[src/rtl/salc_ram.sv]
// Generic single-port-write, single-port-read RAM with a registered read.
// Depends on nothing.
`default_nettype none

module salc_ram #(
  parameter int WIDTH = 8,
  parameter int DEPTH = 16
) (
  input  wire logic                                         clk_i,
  input  wire logic                                         we_i,
  input  wire logic [((DEPTH > 1) ? $clog2(DEPTH) : 1)-1:0] waddr_i,
  input  wire logic [WIDTH-1:0]                             wdata_i,
  input  wire logic [((DEPTH > 1) ? $clog2(DEPTH) : 1)-1:0] raddr_i,
  output logic      [WIDTH-1:0]                             rdata_o
);

  logic [WIDTH-1:0] mem_q [DEPTH];

  always_ff @(posedge clk_i) begin
    if (we_i) begin
      mem_q[waddr_i] <= wdata_i;
    end
    rdata_o <= mem_q[raddr_i];
  end

endmodule

`default_nettype wire

[config.mk]
export PLATFORM = sky130hd
export DESIGN_NAME = salc_ram
export DESIGN_NICKNAME = d
export VERILOG_FILES = /design/src/rtl/salc_ram.sv
export SDC_FILE = /design/constraint.sdc
export NUM_CORES = 1
export LEC_CHECK = 0
export BUFFER_PORTS_ARGS = -buffer_cell sky130_fd_sc_hd__buf_2
export CORE_AREA = 5 5 150 152
export DETAILED_ROUTE_END_ITERATION = 12
export DIE_AREA = 0 0 155 157
export HOLD_SLACK_MARGIN = 0.02
export PLACE_DENSITY = 0.45
export SLEW_MARGIN = 10
export SYNTH_ARGS = -nofsm -noshare
export SYNTH_HDL_FRONTEND = slang
export SYNTH_SLANG_ARGS = --single-unit
export TNS_END_PERCENT = 1
[constraint.sdc]
create_clock -name clk_i -period 2.17 [get_ports clk_i]
set_input_delay 0.1085 -clock clk_i [delete_from_list [all_inputs] [get_ports clk_i]]
set_output_delay 0.1085 -clock clk_i [all_outputs]
set_load 0.03 [all_outputs]
Word level (Yosys, flattened, before mapping)

Memory sizes are Yosys's and may differ from the RTL's. A register that Yosys moved wholly into a read port is not among the register bits.
Index checks and enable logic that the tools add are counted.

Multiply operators: 0
Muxes and demuxes: 2
Div/mod/pow operators: 0
Eq/ne operators: 0
Order comparisons: 0
Reductions and logical operators: 0
Add/subtract/negate cells: 0
Shift operators: 0
Bitwise logic cells: 0

Operators by type and width:

| kind   | count |
|---|---|
| $mux 1 | 2 |

Memories kept: 1
Bits of input ports: 18
Register bits: 0
Logic and storage cells: 3
Bits in latches: 0
Output and inout port bits: 8
Bits in read-only memories: 0
Bits in writable memories: 128

Memories:

| memory | words | width | read ports | clocked after memory_dff | wr ports | RTL line | text |
|---|---|---|---|---|---|---|---|
| mem_q  | 16    | 8     | 1          | 1                        | 1        | 17       | `logic [WIDTH-1:0] mem_q [DEPTH];` |

Longest topological paths before layout

Gate-level depths: netlist of run 1.

Depth in word-level cells: 2
Mapped depth: 5
Mapped depth without buffers: 3

Worst setup path before layout of run 1

OpenSTA, ideal clock, no wires.

Path type: in2reg
From: input port waddr_i[2] in the netlist's numbering
To: memory mem_q[0][0], enable pin
Library setup time: 383 ps
Required time: 1787 ps
Stages: 2
Buffers on the path: 0
Path slack: 569 ps
Data arrival time: 1218 ps
Cell sequence: or3b_2 nor3_1

RTL lines:

| what            | RTL line | text |
|---|---|---|
| start, declared | 11       | `input wire logic [((DEPTH > 1) ? $clog2(DEPTH) : 1)-1:0] waddr_i,` |
| end, declared   | 17       |  |

Straight into the memory's write port.

==> results.md, run 1 <==
- Post_cts resized: 0
- Largest net degree at the start of global routing: 26
- Worst Path Required: 2.46 ns
- Clock-pin slew on the worst setup and hold paths: 0.06 ns
- Post-Syn Area: 5150 um^2
- H-tree levels: 4
- CP arrival: 1.75 ns
- Clock Latency Late Sink: 0.42 ns
- DPL Wire Length: 7320 um
- TritonCTS clock tree: built
- Final Util: 0.304
- Fin crit period: 1.46 ns
- Post-route insts no fill: 573
- Row count: 53
- Final setup margin: 0.711 ns
- Diode count: 0
- Die height: 157 um
- Worst-case clock buffer depth: 2
- Seq/Total Area, Yosys: 0.778
- PD cells: 999 nW/um^2
- Period utilization: 0.672
- Multi-input gate area: 1060 um^2
- Gpl congestion: 0.740
- Reg area: 4000 um^2
- Clock sink total: 136
- IO Port Bufs: 25
- Synth area leaders: edfxtp_1 (75%), mux4_2 (7.9%), mux4_1 (7.1%)
- Starting density of the core: 0.246
- Routed len/inst: 19.6 um
- Clk root buf: clkbuf_16
- Synth-to-layout area growth: 23.5%
- Pre-CTS setup slack: 0.352 ns
- WL final: 11200 um
- DP Cell Count: 541
- Synth unique cells: 19
- Die ar.: 24300 um^2
- Hold Path Class: in2reg
- FF+latch count, synth: 136
- Synthesized Nets: 247
- Peak VDD IR: 566 uV
- First-pass GRT wire length: 17100 um
- Fill count: 2032
- Die Wd: 155 um
- Endpoint class of the critical path: flop
- Max-cap violations: 0
- DR pass1 iterations: 4
- Total GRT Usage: 0.0990
- CP startpoint kind: flop
- Most frequent cells in the layout: edfxtp_1 (128), buf_2 (25), buf_4 (20)
- Slew margin rel.: 0.692
- Routed vias/inst: 4.28
- ANT nets after route: 0
- Synth Instances: 229
- Final Hold Vio Count: 0
- Run status: finished, final reports clean
- Initial antenna violation count: 0
- Lkg Pwr: 2.12 nW
- Slew @ Worst Pin: 0.462 ns
- DRT iter0 DRCs: 201
- Hold slack: 0.0784 ns
- Commonest non-fill, non-tap cell in the layout: edfxtp_1
- Final setup fails: 0
- CORE AREA: 20900 um^2
- # hold bufs at CTS: 0
- Clock Skew: 0.00677 ns
- Syn Area/Cell: 22.5 um^2
- Setup_tns: 0 ns
- Layout cells sized above 1: 0.319
- Post-synth top area share: 0.747
- DRC: 0
- Pins Over Slew Limit: 0
- Number of global-route vias before repair: 2599
- GRT overflow: 0
- Io pins: 26
- Peak Freq: 685 MHz
- Post-CTS Setup Inserts: 0
- RSZ-0062 raised after global routing: false
- Max Fanout on Critical Path: 1
- CTS Buf Count: 17
- Yosys top cell by area: edfxtp_1
- Yosys warnings: 0
- Critical path class: reg2reg
- Final #Nets: 303
- Via Count: 2454
synthesized netlist by cell type:
cell             instances
nor2b_1                  1
mux4_1                  14
nor3_1                   4
nand2_1                  9
edfxtp_1               128
buf_6                    3
nand3_1                  1
mux4_2                  18
dfxtp_1                  8
a22oi_1                 16
clkdlybuf4s25_2          3
buf_4                    1
nand3b_1                 2
nand2b_1                 2
nor2_1                  13
or3b_2                   1
and2b_1                  1
and2_1                   1
buf_2                    3
path summary, 6_finish.rpt:
path	to	slack, ns	cells after the start	startpoint
max	rdata_o[5]	0.71	3	mem_q[2][5]
min	mem_q[10][1]	0.08	1	wdata_i[1]
max reg2reg	rdata_o[5]	0.71	3	mem_q[2][5]
min reg2reg	rdata_o[0]	0.67	3	mem_q[15][0]
worst max-delay path, cell delays in order (launching register included):
cell and delay (ns):
edfxtp_1 0.36, mux4_1 0.49, a22oi_1 0.38, nand2_1 0.11
per-stage QoR:
stage,power [W],cell area (um^2)
after floorplan,0.00319,5150
after global placement,0.00333,5720
after detailed placement,0.00334,5720
after CTS,0.00641,6360
after global routing,0.00655,6360
final,0.00635,6360
cells by family after synthesis:
kind of cell | after synthesis | synth area share
buffers and inverters | 10 | 0.0168
and+or+nand+nor | 35 | 0.0318
AOI/OAI and AO/OA | 16 | 0.0233
muxes | 32 | 0.150
DFF | 136 | 0.778
layer usage:
metal	track usage	routed length, um
met2	0.148	5160
met3	0.0324	631
met5	0	0
met4	0.0353	133
met1	0.136	5300
sequential cells by signal, summed over array words and instances (netlist names):
register and count:
mem_q 128, rdata_o 8
power by group:
part           leakage, nW  total, W  internal (W)  switching (W)
Clock                0.297   0.00307       0.00203        0.00105
Sequential            1.22   0.00295       0.00294      0.0000165
Combinational        0.595  0.000319      0.000122       0.000198
Total                 2.12   0.00635       0.00509        0.00126
area by class of cell:
| cell class | count | share of cell area |
|---|---|---|
| multi-input cells | 83 | 0.166 |
| clock buffers | 19 | 0.0681 |
| clock inverters | 13 | 0.0319 |
| well taps | 275 | 0.0541 |
| flip-flops and latches | 136 | 0.630 |
| repair buffers | 47 | 0.0496 |
Power figures use the tool's default switching activity.
==> run 2, diff against run 1 <==
PLACE_DENSITY = 0.46   (was 0.45)
clock period = 1.3 ns   (was 2.17 ns; I/O delays follow)
==> results.md, run 2 (same netlist as run 1, synthesis figures left out) <==
- GRT overflow: 0
- CP max stage cell: mux4_2
- Number of global-route vias before repair: 2673
- RSZ-0062 raised after global routing: true
- TritonCTS clock tree: built
- Final Instance Area: 6400 um^2
- Clock Latency Late Sink: 0.42 ns
- DRC: 0
- RR Startpoint: mem_q[5][1]
- CTS Buf Count: 17
- Clk root buf: clkbuf_16
- Gpl congestion: 0.691
- Fin crit period: 1.28 ns
- R2R cell count: 3
- Multi-input gate area: 1080 um^2
- Power Internal: 0.00824 W
- Sw Ratio: 0.200
- Largest net degree at the start of global routing: 20
- Diode count: 0
- Top Registers: mem_q: 128 flops, rdata_o: 8 flops
- Worst Path Required: 1.60 ns
- PD cells: 1610 nW/um^2
- Most frequent cells in the layout: edfxtp_1 (128), mux4_2 (28), buf_2 (25)
- CP startpoint kind: flop
- Row count: 53
- Die ar.: 24300 um^2
- Max-cap violations: 0
- Io pins: 26
- NetSw: 0.00205 W
- IO Port Bufs: 25
- Post-route insts no fill: 579
- Lkg Pwr: 2.10 nW
- Reg area: 4000 um^2
- Crit path depth: 3
- Endpoint class of the critical path: flop
- CORE AREA: 20900 um^2
- Synth-to-layout area growth: 24.4%
- Max FFs per register: 128
- Routed vias/inst: 4.20
- Fill count: 2038
- CP arrival: 1.57 ns
- Hold Crit Depth: 1
- Clock Power Share: 0.464
- Total GRT Usage: 0.0986
- Period utilization: 0.981
- Max Fanout on Critical Path: 1
- Die height: 157 um
- Clock-pin slew on the worst setup and hold paths: 0.05 ns
- Setup_tns: 0 ns
- Comb power frac: 0.056
- Worst Setup EP: rdata_o[1]
- R2R setup slack: 0.02 ns
- Sequential power share: 0.480
- Final #Nets: 309
- Layout cells sized above 1: 0.398
- WL final: 11300 um
- Worst Path Buf+Inv: 0
- Commonest non-fill, non-tap cell in the layout: edfxtp_1
- R2R Path End: rdata_o[1]
- Starting density of the core: 0.246
- Peak VDD IR: 910 uV
- DP Cell Count: 547
- Final setup fails: 0
- Final Hold Vio Count: 0
- Top reg by flops: mem_q
- Pins Over Slew Limit: 0
- Initial antenna violation count: 0
- Cell family with most CP delay: multiplexers
- Clock Skew: 0.00531 ns
- ANT nets after route: 0
- Run status: finished, final reports clean
- Slew margin rel.: 0.363
- Crit-path max cell delay: 0.49 ns
- Critical path class: reg2reg
- Crit path cell chain: mux4_2 > a22oi_2 > nand2_1
- H-tree levels: 4
- Worst-case clock buffer depth: 2
- DRT iter0 DRCs: 189
- Via Count: 2429
- Slew @ Worst Pin: 0.953 ns
- Clock sink total: 136
- DR pass1 iterations: 4
- # hold bufs at CTS: 0
- Peak Freq: 784 MHz
- Hold Path Class: in2reg
- DP Area: 5800 um^2
- Die Wd: 155 um
- DPL Wire Length: 7420 um
- First-pass GRT wire length: 17000 um
- Crit path from: mem_q[5][1]
- Routed len/inst: 19.5 um
## run 2: changes by cell type in the layout (fill, tap and decap cells not counted), sizes merged
cell / before / now
clkinvlp: 4 / 2
bufinv: 5 / 3
clkbuf: 19 / 23
buf: 47 / 53
## run 2: power by group through the flow
stage               Clock, W  Sequential, W  Combinational (W)
finish               0.00477        0.00494           0.000579
global route         0.00512        0.00495           0.000624
CTS                  0.00489        0.00494           0.000580
detailed placement         0        0.00503           0.000566
global placement           0        0.00503           0.000556
floorplan                  0        0.00507           0.000249
## run 2: timing repair
| action | CTS | global route |
|---|---|---|
| pin swaps | 4 | 4 |
| gates cloned | 0 | 0 |
| endpoints found under the setup margin | 6 | 7 |
| gates resized for setup | 7 | 14 |
| setup buffers | 0 | 0 |
| hold endpoints to repair | 0 | 0 |
## run 2: cell type report
type / count / share of cell area
Clock buffer: 23 / 0.0731
Clock inverter: 9 / 0.0193
Multi-Input combinational cell: 83 / 0.169
Sequential cell: 136 / 0.625
Tap cell: 275 / 0.0537
Timing Repair Buffer: 53 / 0.0602
## run 2: layer usage
metal,wire length (um),vias up,share of wire,GRT usage
li1,-,1090,-,-
met1,5440,1276,0.48,0.136
met2,5280,56,0.47,0.146
met3,489,7,0.043,0.0357
met4,69,0,0.0061,0.0303
met5,0,-,0,0
## run 2: worst min path at each step
stage                           from           end  slack, ns
after CTS                 wdata_i[0]  mem_q[14][0]       0.03
after global routing      wdata_i[0]   mem_q[3][0]       0.03
after detailed placement  wdata_i[0]  mem_q[14][0]       0.47
after floorplan           wdata_i[0]   mem_q[0][0]       0.16
after global placement    wdata_i[0]  mem_q[14][0]       0.46
final                     wdata_i[3]  mem_q[14][3]       0.05
## run 2: worst reg2reg max path, stage by stage, from the launching register on
cell	delay, ns
edfxtp_1	0.37
mux4_2	0.49
a22oi_2	0.23
nand2_1	0.07
## run 2: through the flow
stage | total power, W | setup slack [ns] | hold slack, ns | utilization
3_5_place_dp | 0.00560 | -0.253 | 0.472 | 0.277
3_3_place_gp | 0.00559 | -0.241 | 0.462 | 0.277
2_1_floorplan | 0.00532 | -0.0311 | 0.164 | -
4_1_cts | 0.0104 | -0.0128 | 0.0284 | 0.307
6_report | 0.0103 | 0.0249 | 0.0497 | 0.307
5_1_grt | 0.0107 | -0.0307 | 0.0301 | 0.307
